`src/sv/assert_macros.svh`:
```
// Assertion macros used by the top-level RTL file
`ifndef ASSERT_MACROS_SVH
`define ASSERT_MACROS_SVH

// Same-cycle implication, checked outside reset
`define ASSERT_IMPLIES(label, clk, rst, a, c) \
   label: assert property (@(posedge clk) disable iff (rst) (a) |-> (c)) \
      else $error("assertion failed");

// Next-cycle implication, checked outside reset
`define ASSERT_NEXT(label, clk, rst, a, c) \
   label: assert property (@(posedge clk) disable iff (rst) (a) |=> (c)) \
      else $error("assertion failed");

`endif

```
`src/sv/mcmh_pkg.sv`:
```
// Package: codes, types and constants of the MIDI channel message handler
`default_nettype none
package mcmh_pkg;

   localparam int CHANNEL_COUNT_DEF    = 16;
   localparam int CONTROLLER_COUNT_DEF = 128;

   // Message commands
   localparam logic [2:0] CMD_NOTE_OFF = 3'd0;
   localparam logic [2:0] CMD_NOTE_ON  = 3'd1;
   localparam logic [2:0] CMD_CONTROL  = 3'd2;
   localparam logic [2:0] CMD_BEND     = 3'd3;
   localparam logic [2:0] CMD_PROGRAM  = 3'd4;

   // Event kinds
   localparam logic [2:0] EV_NOTE_ON  = 3'd0;
   localparam logic [2:0] EV_NOTE_OFF = 3'd1;
   localparam logic [2:0] EV_PANIC    = 3'd2;
   localparam logic [2:0] EV_VOLUME   = 3'd3;
   localparam logic [2:0] EV_BEND     = 3'd4;
   localparam logic [2:0] EV_PROGRAM  = 3'd5;

   // Controller numbers
   localparam logic [6:0] CC_DATA_COARSE = 7'd6;
   localparam logic [6:0] CC_VOLUME      = 7'd7;
   localparam logic [6:0] CC_PAN         = 7'd10;
   localparam logic [6:0] CC_NRPN_LSB    = 7'd98;
   localparam logic [6:0] CC_NRPN_MSB    = 7'd99;
   localparam logic [6:0] CC_RPN_LSB     = 7'd100;
   localparam logic [6:0] CC_RPN_MSB     = 7'd101;
   localparam logic [6:0] CC_SOUND_OFF   = 7'd120;
   localparam logic [6:0] CC_RESET_CTRL  = 7'd121;
   localparam logic [6:0] CC_NOTES_OFF   = 7'd123;
   localparam logic [7:0] NRPN_BLOCK     = 8'h3f;

   // Register index (byte address bit 2)
   localparam logic CSR_BEND_RANGE = 1'b0;
   localparam logic [4:0] BEND_RANGE_RESET = 5'd2;

   localparam logic [15:0] UNITY_FACTOR = 16'd8192;
   localparam logic [20:0] BEND_OFFSET  = 21'd294912;
   localparam logic [31:0] LN2_Q30      = 32'h2C5C85FD;
   localparam logic [31:0] ONE_Q30      = 32'h4000_0000;
   localparam logic [3:0]  DIV_THREE    = 4'd3;
   localparam logic [3:0]  TERM_FIRST   = 4'd1;
   localparam logic [3:0]  TERM_LAST    = 4'd12;

   typedef enum logic [3:0] {
      ST_IDLE, ST_EXEC, ST_SCALE, ST_SPLIT, ST_FMUL, ST_FFIX, ST_YMUL, ST_YSET,
      ST_TMUL, ST_TSHIFT, ST_DMUL, ST_DFIX, ST_FINAL, ST_OUT
   } state_type;

   typedef enum logic [3:0] {
      OP_NONE, OP_LOAD, OP_EXEC, OP_SCALE, OP_SPLIT, OP_DMUL, OP_FFIX, OP_YMUL,
      OP_YSET, OP_TMUL, OP_TSHIFT, OP_TFIX, OP_FINAL
   } op_type;

   typedef struct packed {
      logic bend;
      logic emit;
      logic k_last;
   } status_type;

   // floor((2^32-1)/k), used as reciprocal for the small divisors
   function automatic logic [31:0] recip(input logic [3:0] k);
      logic [31:0] r;
      unique case (k)
         4'd1:    r = 32'hFFFFFFFF;
         4'd2:    r = 32'h7FFFFFFF;
         4'd3:    r = 32'h55555555;
         4'd4:    r = 32'h3FFFFFFF;
         4'd5:    r = 32'h33333333;
         4'd6:    r = 32'h2AAAAAAA;
         4'd7:    r = 32'h24924924;
         4'd8:    r = 32'h1FFFFFFF;
         4'd9:    r = 32'h1C71C71C;
         4'd10:   r = 32'h19999999;
         4'd11:   r = 32'h1745D174;
         4'd12:   r = 32'h15555555;
         default: r = 32'h0;
      endcase
      return r;
   endfunction

endpackage
`default_nettype wire

```
`src/sv/mcmh_ctrl.sv`:
```
// Controller: sequences decode and the bend factor computation
`default_nettype none
module mcmh_ctrl (
   input  wire logic                clock,
   input  wire logic                reset,
   input  wire logic                req_valid,
   output logic                     req_ready,
   output logic                     rsp_valid,
   input  wire logic                rsp_ready,
   input  wire mcmh_pkg::status_type status,
   output mcmh_pkg::op_type         op
);
   import mcmh_pkg::*;

   state_type state_ff, state_in;

   always_ff @(posedge clock) begin
      if (reset) begin
         state_ff <= ST_IDLE;
      end else begin
         state_ff <= state_in;
      end
   end

   always_comb begin
      state_in  = state_ff;
      op        = OP_NONE;
      req_ready = 1'b0;
      rsp_valid = 1'b0;
      unique case (state_ff)
         ST_IDLE: begin
            req_ready = 1'b1;
            if (req_valid) begin
               op       = OP_LOAD;
               state_in = ST_EXEC;
            end
         end
         ST_EXEC: begin
            op = OP_EXEC;
            priority if (status.bend) state_in = ST_SCALE;
            else if (status.emit)     state_in = ST_OUT;
            else                      state_in = ST_IDLE;
         end
         ST_SCALE: begin
            op       = OP_SCALE;
            state_in = ST_SPLIT;
         end
         ST_SPLIT: begin
            op       = OP_SPLIT;
            state_in = ST_FMUL;
         end
         ST_FMUL: begin
            op       = OP_DMUL;
            state_in = ST_FFIX;
         end
         ST_FFIX: begin
            op       = OP_FFIX;
            state_in = ST_YMUL;
         end
         ST_YMUL: begin
            op       = OP_YMUL;
            state_in = ST_YSET;
         end
         ST_YSET: begin
            op       = OP_YSET;
            state_in = ST_TMUL;
         end
         ST_TMUL: begin
            op       = OP_TMUL;
            state_in = ST_TSHIFT;
         end
         ST_TSHIFT: begin
            op       = OP_TSHIFT;
            state_in = ST_DMUL;
         end
         ST_DMUL: begin
            op       = OP_DMUL;
            state_in = ST_DFIX;
         end
         ST_DFIX: begin
            op       = OP_TFIX;
            state_in = status.k_last ? ST_FINAL : ST_TMUL;
         end
         ST_FINAL: begin
            op       = OP_FINAL;
            state_in = ST_OUT;
         end
         ST_OUT: begin
            rsp_valid = 1'b1;
            if (rsp_ready) state_in = ST_IDLE;
         end
         default: state_in = ST_IDLE;
      endcase
   end

endmodule
`default_nettype wire

```
`src/sv/mcmh_datapath.sv`:
```
// Datapath: channel stores, bend factor arithmetic and result registers
`default_nettype none
module mcmh_datapath #(
   parameter int CHANNEL_COUNT = mcmh_pkg::CHANNEL_COUNT_DEF
) (
   input  wire logic                clock,
   input  wire logic                reset,
   input  wire mcmh_pkg::op_type    op,
   output mcmh_pkg::status_type     status,
   input  wire logic                cfg_we,
   input  wire logic [4:0]          cfg_wdata,
   output logic [4:0]               bend_range,
   input  wire logic [2:0]          req_cmd,
   input  wire logic [3:0]          req_midi_channel,
   input  wire logic [6:0]          req_data_one,
   input  wire logic [6:0]          req_data_two,
   output logic [2:0]               rsp_event_kind,
   output logic [3:0]               rsp_event_channel,
   output logic [6:0]               rsp_note_number,
   output logic [6:0]               rsp_note_velocity,
   output logic [6:0]               rsp_channel_program,
   output logic [15:0]              rsp_bend_factor
);
   import mcmh_pkg::*;

   localparam int CH_W = (CHANNEL_COUNT > 1) ? $clog2(CHANNEL_COUNT) : 1;

   logic [2:0]  cmd_ff;
   logic [3:0]  ch_ff;
   logic [6:0]  d1_ff, d2_ff;
   logic [4:0]  range_ff;
   logic [6:0]  prog_ff [CHANNEL_COUNT];
   logic [15:0] bend_ff [CHANNEL_COUNT];
   logic        vol_nz_ff [CHANNEL_COUNT];
   logic [19:0] m_ff;
   logic [2:0]  q_ff;
   logic [31:0] divx_ff;
   logic [3:0]  divk_ff;
   logic [63:0] prod_ff, prod_in;
   logic [29:0] f_ff, y_ff;
   logic [31:0] term_ff, sum_ff;

   logic [CH_W-1:0] ch_idx;
   logic            ch_ok, is_panic;
   logic [31:0]     mul_a, mul_b;
   logic [31:0]     q0, quot, rem;
   logic [35:0]     qk;
   logic signed [13:0] bend_s;
   logic signed [20:0] n_s;
   logic [4:0]      hi;
   logic [2:0]      q_in;
   logic [4:0]      r_hi;
   logic [36:0]     wide;
   logic [15:0]     factor;

   assign ch_idx   = ch_ff[CH_W-1:0];
   assign ch_ok    = {1'b0, ch_ff} < 5'(CHANNEL_COUNT);
   assign is_panic = (d1_ff == CC_SOUND_OFF) || (d1_ff == CC_RESET_CTRL)
                     || (d1_ff == CC_NOTES_OFF);
   assign bend_range = range_ff;

   assign status.bend   = ch_ok && (cmd_ff == CMD_BEND);
   assign status.emit   = ch_ok && ((cmd_ff == CMD_NOTE_OFF) || (cmd_ff == CMD_NOTE_ON)
                          || (cmd_ff == CMD_PROGRAM)
                          || ((cmd_ff == CMD_CONTROL) && (is_panic
                              || (d1_ff == CC_VOLUME) || (d1_ff == CC_PAN))));
   assign status.k_last = (divk_ff == TERM_LAST);

   // Shared multiplier, one product per cycle
   always_comb begin
      unique case (op)
         OP_YMUL: begin
            mul_a = {2'b0, f_ff};
            mul_b = LN2_Q30;
         end
         OP_TMUL: begin
            mul_a = term_ff;
            mul_b = {2'b0, y_ff};
         end
         default: begin
            mul_a = divx_ff;
            mul_b = recip(divk_ff);
         end
      endcase
      prod_in = 64'(mul_a) * 64'(mul_b);
   end

   // Reciprocal quotient is exact or one short: correct once
   always_comb begin
      q0   = prod_ff[63:32];
      qk   = 36'(q0) * 36'(divk_ff);
      rem  = divx_ff - qk[31:0];
      quot = (rem >= 32'(divk_ff)) ? q0 + 32'd1 : q0;
   end

   always_comb begin
      bend_s = $signed({~d2_ff[6], d2_ff[5:0], d1_ff});
      n_s    = 21'(bend_s) * $signed({16'b0, range_ff});
      hi     = m_ff[19:15];
      priority if (hi >= 5'd15) q_in = 3'd5;
      else if (hi >= 5'd12)     q_in = 3'd4;
      else if (hi >= 5'd9)      q_in = 3'd3;
      else if (hi >= 5'd6)      q_in = 3'd2;
      else if (hi >= 5'd3)      q_in = 3'd1;
      else                      q_in = 3'd0;
      r_hi   = hi - 5'(q_in) * 5'd3;
      wide   = {5'b0, sum_ff} << q_ff;
      factor = (wide[36:20] > 17'd65535) ? 16'hFFFF : wide[35:20];
   end

   always_ff @(posedge clock) begin
      if (reset) begin
         range_ff <= BEND_RANGE_RESET;
         for (int i = 0; i < CHANNEL_COUNT; i++) begin
            prog_ff[i]   <= '0;
            bend_ff[i]   <= UNITY_FACTOR;
            vol_nz_ff[i] <= 1'b1;
         end
      end else begin
         if (cfg_we) range_ff <= cfg_wdata;
         if (op == OP_EXEC && ch_ok) begin
            unique case (cmd_ff)
               CMD_CONTROL: begin
                  if (is_panic) begin
                     for (int i = 0; i < CHANNEL_COUNT; i++) begin
                        bend_ff[i]   <= UNITY_FACTOR;
                        vol_nz_ff[i] <= 1'b1;
                     end
                  end else if (d1_ff == CC_VOLUME) begin
                     vol_nz_ff[ch_idx] <= (d2_ff != 7'd0);
                  end
               end
               CMD_PROGRAM: prog_ff[ch_idx] <= d1_ff;
               default: ;
            endcase
         end
         if (op == OP_FINAL) bend_ff[ch_idx] <= factor;
      end
   end

   // Payload and arithmetic registers
   always_ff @(posedge clock) begin
      unique case (op)
         OP_LOAD: begin
            cmd_ff <= req_cmd;
            ch_ff  <= req_midi_channel;
            d1_ff  <= req_data_one;
            d2_ff  <= req_data_two;
         end
         OP_EXEC: begin
            rsp_event_channel <= ch_ff;
            unique case (cmd_ff)
               CMD_NOTE_ON: begin
                  rsp_note_number <= d1_ff;
                  rsp_bend_factor <= bend_ff[ch_idx];
                  if (d2_ff != 7'd0 && vol_nz_ff[ch_idx]) begin
                     rsp_event_kind      <= EV_NOTE_ON;
                     rsp_note_velocity   <= d2_ff;
                     rsp_channel_program <= prog_ff[ch_idx];
                  end else begin
                     rsp_event_kind      <= EV_NOTE_OFF;
                     rsp_note_velocity   <= '0;
                     rsp_channel_program <= '0;
                  end
               end
               CMD_CONTROL: begin
                  rsp_note_number     <= '0;
                  rsp_note_velocity   <= '0;
                  rsp_channel_program <= '0;
                  if (is_panic) begin
                     rsp_event_kind  <= EV_PANIC;
                     rsp_bend_factor <= UNITY_FACTOR;
                  end else begin
                     rsp_event_kind  <= EV_VOLUME;
                     rsp_bend_factor <= bend_ff[ch_idx];
                  end
               end
               CMD_PROGRAM: begin
                  rsp_event_kind      <= EV_PROGRAM;
                  rsp_note_number     <= '0;
                  rsp_note_velocity   <= '0;
                  rsp_channel_program <= d1_ff;
                  rsp_bend_factor     <= bend_ff[ch_idx];
               end
               default: begin
                  rsp_event_kind      <= EV_NOTE_OFF;
                  rsp_note_number     <= d1_ff;
                  rsp_note_velocity   <= '0;
                  rsp_channel_program <= '0;
                  rsp_bend_factor     <= bend_ff[ch_idx];
               end
            endcase
         end
         OP_SCALE: m_ff <= 20'(n_s + $signed(BEND_OFFSET));
         OP_SPLIT: begin
            q_ff    <= q_in;
            divx_ff <= {r_hi[1:0], m_ff[14:0], 15'b0};
            divk_ff <= DIV_THREE;
         end
         OP_DMUL, OP_YMUL, OP_TMUL: prod_ff <= prod_in;
         OP_FFIX: f_ff <= quot[29:0];
         OP_YSET: begin
            y_ff    <= prod_ff[59:30];
            term_ff <= ONE_Q30;
            sum_ff  <= ONE_Q30;
            divk_ff <= TERM_FIRST;
         end
         OP_TSHIFT: divx_ff <= prod_ff[61:30];
         OP_TFIX: begin
            term_ff <= quot;
            sum_ff  <= sum_ff + quot;
            divk_ff <= divk_ff + 4'd1;
         end
         OP_FINAL: begin
            rsp_event_kind      <= EV_BEND;
            rsp_event_channel   <= ch_ff;
            rsp_note_number     <= '0;
            rsp_note_velocity   <= '0;
            rsp_channel_program <= '0;
            rsp_bend_factor     <= factor;
         end
         default: ;
      endcase
   end

endmodule
`default_nettype wire

```
`src/sv/midi_channel_message_handler.sv`:
```
// Top level: MIDI channel message handler, controller plus datapath
// Usage:
// One decoded channel message (command, channel, two data bytes) enters on
// the req_ channel by valid/ready; at most one event leaves on rsp_.
// Messages on channels at or above CHANNEL_COUNT, unknown commands and
// controllers other than volume, pan and the panic set give no event.
// Sequence: note, controller and program messages go from acceptance through
// the decode state to the output state; a pitch bend also runs the 12-term
// exponential series, term by term, on one shared multiplier.
// No event: the block goes from the decode state straight back to idle.
// One message is in flight at a time; req_ready is low from acceptance until
// the event is taken.
// While the receiver stalls, the event is held stable in the output
// registers and no new transaction is taken.
// Reset (synchronous) restores volume full, bend factor unity and program 0
// on every channel and a bend range of 2 semitones; no clearing pass.
// csr_: one register, bend range at byte address 0; user writes only while idle, unenforced.
`default_nettype none
`include "assert_macros.svh"
module midi_channel_message_handler #(
   parameter int CHANNEL_COUNT = mcmh_pkg::CHANNEL_COUNT_DEF
) (
   input  wire logic        clock,
   input  wire logic        reset,
   input  wire logic        req_valid,
   output logic             req_ready,
   input  wire logic [2:0]  req_cmd,
   input  wire logic [3:0]  req_midi_channel,
   input  wire logic [6:0]  req_data_one,
   input  wire logic [6:0]  req_data_two,
   output logic             rsp_valid,
   input  wire logic        rsp_ready,
   output logic [2:0]       rsp_event_kind,
   output logic [3:0]       rsp_event_channel,
   output logic [6:0]       rsp_note_number,
   output logic [6:0]       rsp_note_velocity,
   output logic [6:0]       rsp_channel_program,
   output logic [15:0]      rsp_bend_factor,
   input  wire logic        csr_psel,
   input  wire logic        csr_penable,
   input  wire logic        csr_pwrite,
   input  wire logic [2:0]  csr_paddr,
   input  wire logic [31:0] csr_pwdata,
   output logic [31:0]      csr_prdata,
   output logic             csr_pready
);
   import mcmh_pkg::*;

   op_type     op;
   status_type status;
   logic       cfg_we;
   logic [4:0] bend_range;

   assign csr_pready = 1'b1;
   assign cfg_we     = csr_psel && csr_penable && csr_pwrite
                       && (csr_paddr[2] == CSR_BEND_RANGE);
   assign csr_prdata = (csr_paddr[2] == CSR_BEND_RANGE) ? {27'b0, bend_range} : 32'b0;

   mcmh_ctrl u_ctrl (
      .clock     (clock),
      .reset     (reset),
      .req_valid (req_valid),
      .req_ready (req_ready),
      .rsp_valid (rsp_valid),
      .rsp_ready (rsp_ready),
      .status    (status),
      .op        (op)
   );

   mcmh_datapath #(
      .CHANNEL_COUNT (CHANNEL_COUNT)
   ) u_datapath (
      .clock               (clock),
      .reset               (reset),
      .op                  (op),
      .status              (status),
      .cfg_we              (cfg_we),
      .cfg_wdata           (csr_pwdata[4:0]),
      .bend_range          (bend_range),
      .req_cmd             (req_cmd),
      .req_midi_channel    (req_midi_channel),
      .req_data_one        (req_data_one),
      .req_data_two        (req_data_two),
      .rsp_event_kind      (rsp_event_kind),
      .rsp_event_channel   (rsp_event_channel),
      .rsp_note_number     (rsp_note_number),
      .rsp_note_velocity   (rsp_note_velocity),
      .rsp_channel_program (rsp_channel_program),
      .rsp_bend_factor     (rsp_bend_factor)
   );

   `ASSERT_IMPLIES(a_one_side, clock, reset, rsp_valid, !req_ready)
   `ASSERT_NEXT(a_busy_after_accept, clock, reset, req_valid && req_ready, !req_ready)
   `ASSERT_IMPLIES(a_kind_range, clock, reset, rsp_valid, rsp_event_kind <= EV_PROGRAM)
   `ASSERT_IMPLIES(a_quiet_fields, clock, reset,
      rsp_valid && rsp_event_kind != EV_NOTE_ON, rsp_note_velocity == 7'd0)

endmodule
`default_nettype wire

```
`config.mk`:
```
export PLATFORM = sky130hd
export DESIGN_NAME = midi_channel_message_handler
export DESIGN_NICKNAME = d
export VERILOG_FILES = /design/src/sv/mcmh_pkg.sv /design/src/sv/mcmh_ctrl.sv /design/src/sv/mcmh_datapath.sv /design/src/sv/midi_channel_message_handler.sv
export VERILOG_INCLUDE_DIRS = /design/src /design/src/sv
export SDC_FILE = /design/constraint.sdc
export NUM_CORES = 2
export LEC_CHECK = 0
export BUFFER_PORTS_ARGS = -buffer_cell sky130_fd_sc_hd__buf_4
export CAP_MARGIN = 5
export CORE_UTILIZATION = 30
export DETAILED_ROUTE_END_ITERATION = 6
export PLACE_DENSITY = 0.42
export SLEW_MARGIN = 20
export SYNTH_ARGS = -nofsm -noshare
export SYNTH_HDL_FRONTEND = slang
export SYNTH_SLANG_ARGS = --single-unit
```
`constraint.sdc`:
```
create_clock -name clock -period 27.2 [get_ports clock]
set_input_delay 2.72 -clock clock [delete_from_list [all_inputs] [get_ports clock]]
set_output_delay 2.72 -clock clock [all_outputs]
set_load 0.05 [all_outputs]
```
==> results.md <==
- Finish-stage setup viols: 0
- Startpoint types: flip-flop
- Fmax: 0.0823 GHz
- Netlist cell types: 92
- GPL Wtd Cong: 0.874
- Top cell type's share of synthesized area: 29.2%
- Status: complete, no violations
- Met1 Wirelength: 106,000 µm
- Clock sink count: 700
- Clk buf depth: 3
- Top_reg_cell synth: edfxtp_1
- Final hold vios: 0
- Die footprint: 0.237 mm²
- Max Cap Viol: 0
- Vias per cell: 4.91
- Global-route usage over all layers: 20.4%
- Largest net degree at the start of global routing: 69
- Slew Limit Fails: 0
- CP endpoint kind: flip-flop
- Area growth, synth to finish: 10.1%
- Starting Density: 30.2%
- Crit path time final: 12.15 ns
- Worst-Skew Late Latency: 0.70 ns
- Post-synthesis sequential area ratio: 29.1%
- Fraction of layout cells with a size suffix above 1: 8.86%
- Post-cts sizing count: 0
- Syn Inst Count: 6,802
- Ports: 142
- Post-synthesis cell area: 0.0704 mm²
- Kind of critical path: reg -> reg
- H-Tree Depth: 3
- CP Max Fanout: 65
- Post-DP HPWL: 175,000 µm
- Hold buffers post-CTS: 0
- Core Region: 0.233 mm²
- Number of synthesized flops with an enable pin: 650
- First-pass GRT wire length: 355,000 µm
- Slowest cell on the critical path: dfxtp_1
- Relative slew slack: 20.9%
- Max layer used: met4
- # rows: 177
- Final Util: 33.3%
- Critical path's largest stage delay: 0.93 ns
- Post-synth ARST share: 0%
- Total negative slack: 0 ns
- Largest area contributor in the netlist: fa_1
- Synth Area per Inst: 10.4 µm²
- Top cells by area, synth: fa_1 29%, edfxtp_1 28%, ha_1 6.9%
- Metal3 WL: 10,800 µm
- DR pass1 iterations: 7
- Port buffer count: 84
- Num CTS Buffers: 85
- Synth warn: 0
- DR WL met2: 113,000 µm
- Vias in the first global route: 51,900
- # Post-CTS Setup Buffers: 0
- CP dominant cell by count: fa_1
- Routed wire length: 238,000 µm
- Detail Route Antenna Nets: 0
- Unrepaired setup endpoints after global routing: false
- Final worst-path cycle share: 44.7%
- Worst path required time: 27.61 ns
- Hold Crit Class: reg -> reg
- Setup Skew: 0.0503 ns
- Root buf cell: clkbuf_16
- Clock slew at reported path FFs: 0.06 ns
- Most frequent cell after synthesis: inv_1
- Commonest cells post-synth: 1,031 x inv_1, 1,029 x fa_1, 1,007 x nor2_1
- Measured slew at the worst slew-check pin: 1.19 ns
- Initial DRC count: 3,510
- Synth Register Bits: 700
- Drt wl/cell: 23.9 µm
- Vias: 48,900
- DRC viols: 0
- Grt total ovfl: 0
- Critical Path AT: 12.56 ns
- Die width: 487 µm
- Initial antenna violation count: 5
- Die height: 487 µm
- Final nets: 8,232
- TritonCTS clock tree: yes
## placed cells by master, fill, tap and decap left out, types with 50 or more instances in the layout
cell / Yosys / layout
a21o_1: 64 / 64
a21oi_1: 135 / 134
and2_1: 318 / 309
buf_4: 28 / 235
clkbuf_16: 0 / 88
edfxtp_1: 650 / 650
fa_1: 1029 / 1029
ha_1: 391 / 391
inv_1: 1031 / 1031
mux4_2: 120 / 120
nand2_1: 702 / 700
nor2_1: 1007 / 1001
o21ai_0: 93 / 92
xnor2_1: 81 / 81
xor2_1: 50 / 50
## through the flow
stage / hold WS [ns] / setup slack, ns / area, µm² / instances
2_1_floorplan: 0.417 / 18.03 / 70500 / 6828
3_3_place_gp: 0.497 / 15.00 / 74800 / 9793
3_5_place_dp: 0.491 / 14.93 / 74800 / 9793
4_1_cts: 0.508 / 14.89 / 77600 / 9948
5_1_grt: 0.513 / 14.50 / 77600 / 9949
6_report: 0.512 / 15.05 / 77600 / 9951
## flip-flops by register name (all words and copies together), names as in the netlist, named ones only
name                            flops
u_datapath.rsp_event_channel        4
u_datapath.ch_ff                    4
u_datapath.divk_ff                  4
u_datapath.divx_ff                 32
u_ctrl.state_ff                     4
u_datapath.sum_ff                  32
u_datapath.rsp_bend_factor         16
u_datapath.term_ff                 32
u_datapath.d1_ff                    7
u_datapath.cmd_ff                   3
u_datapath.vol_nz_ff               16
u_datapath.rsp_note_velocity        7
u_datapath.q_ff                     3
u_datapath.prog_ff                112
u_datapath.m_ff                    20
u_datapath.y_ff                    30
u_datapath.f_ff                    30
u_datapath.bend_range               5
u_datapath.d2_ff                    7
u_datapath.prod_ff                 34
u_datapath.rsp_note_number          7
u_datapath.rsp_event_kind           3
u_datapath.rsp_channel_program      7
u_datapath.bend_ff                256
## worst paths after layout
kind                                              from                endpoint  slack [ns]  cells after the start
worst max-delay path                u_ctrl.state_ff[3]  u_datapath.prod_ff[60]       15.05                     35
worst min-delay path            u_datapath.prod_ff[31]      u_datapath.y_ff[1]        0.51                      0
worst max register to register      u_ctrl.state_ff[3]  u_datapath.prod_ff[60]       15.05                     35
worst min register to register  u_datapath.prod_ff[31]      u_datapath.y_ff[1]        0.51                      0
## cell type report
class | instances | area, µm²
fillers | 23900 | 155000
multi-input cells | 4691 | 44700
flip-flops and latches | 700 | 20500
well taps | 3132 | 3920
inverters | 1036 | 3890
clock buffers | 107 | 2290
repair buffers | 235 | 1760
clock inverters | 48 | 447
diodes | 2 | 5.00
## critical path: cells and delay by family, from the launching register on
kind,cells,cell delay (ns)
fa+ha+maj,9,4.47
compound gates,11,3.40
buf+inv,9,1.85
simple gates,5,1.00
flops,1,0.93
xor+xnor,1,0.12
## cell families after synthesis
logic type      share of synthesized area [%]
mux                                      4.93
fa+ha+maj                                36.2
buf+inv                                  7.86
flops                                    29.1
xor+xnor                                 1.68
compound gates                           5.44
simple gates                             14.8
other cells                            0.0107
## per-layer routing
layer,vias up,global-route usage (%)
li1,21600,-
met1,25700,27.8
met2,1224,34.0
met3,289,2.07
met4,0,6.01
met5,-,0
Power is left out: the tool's default activity adds up to more than one toggle a clock period on the data nets, which glitch-free logic cannot reach.
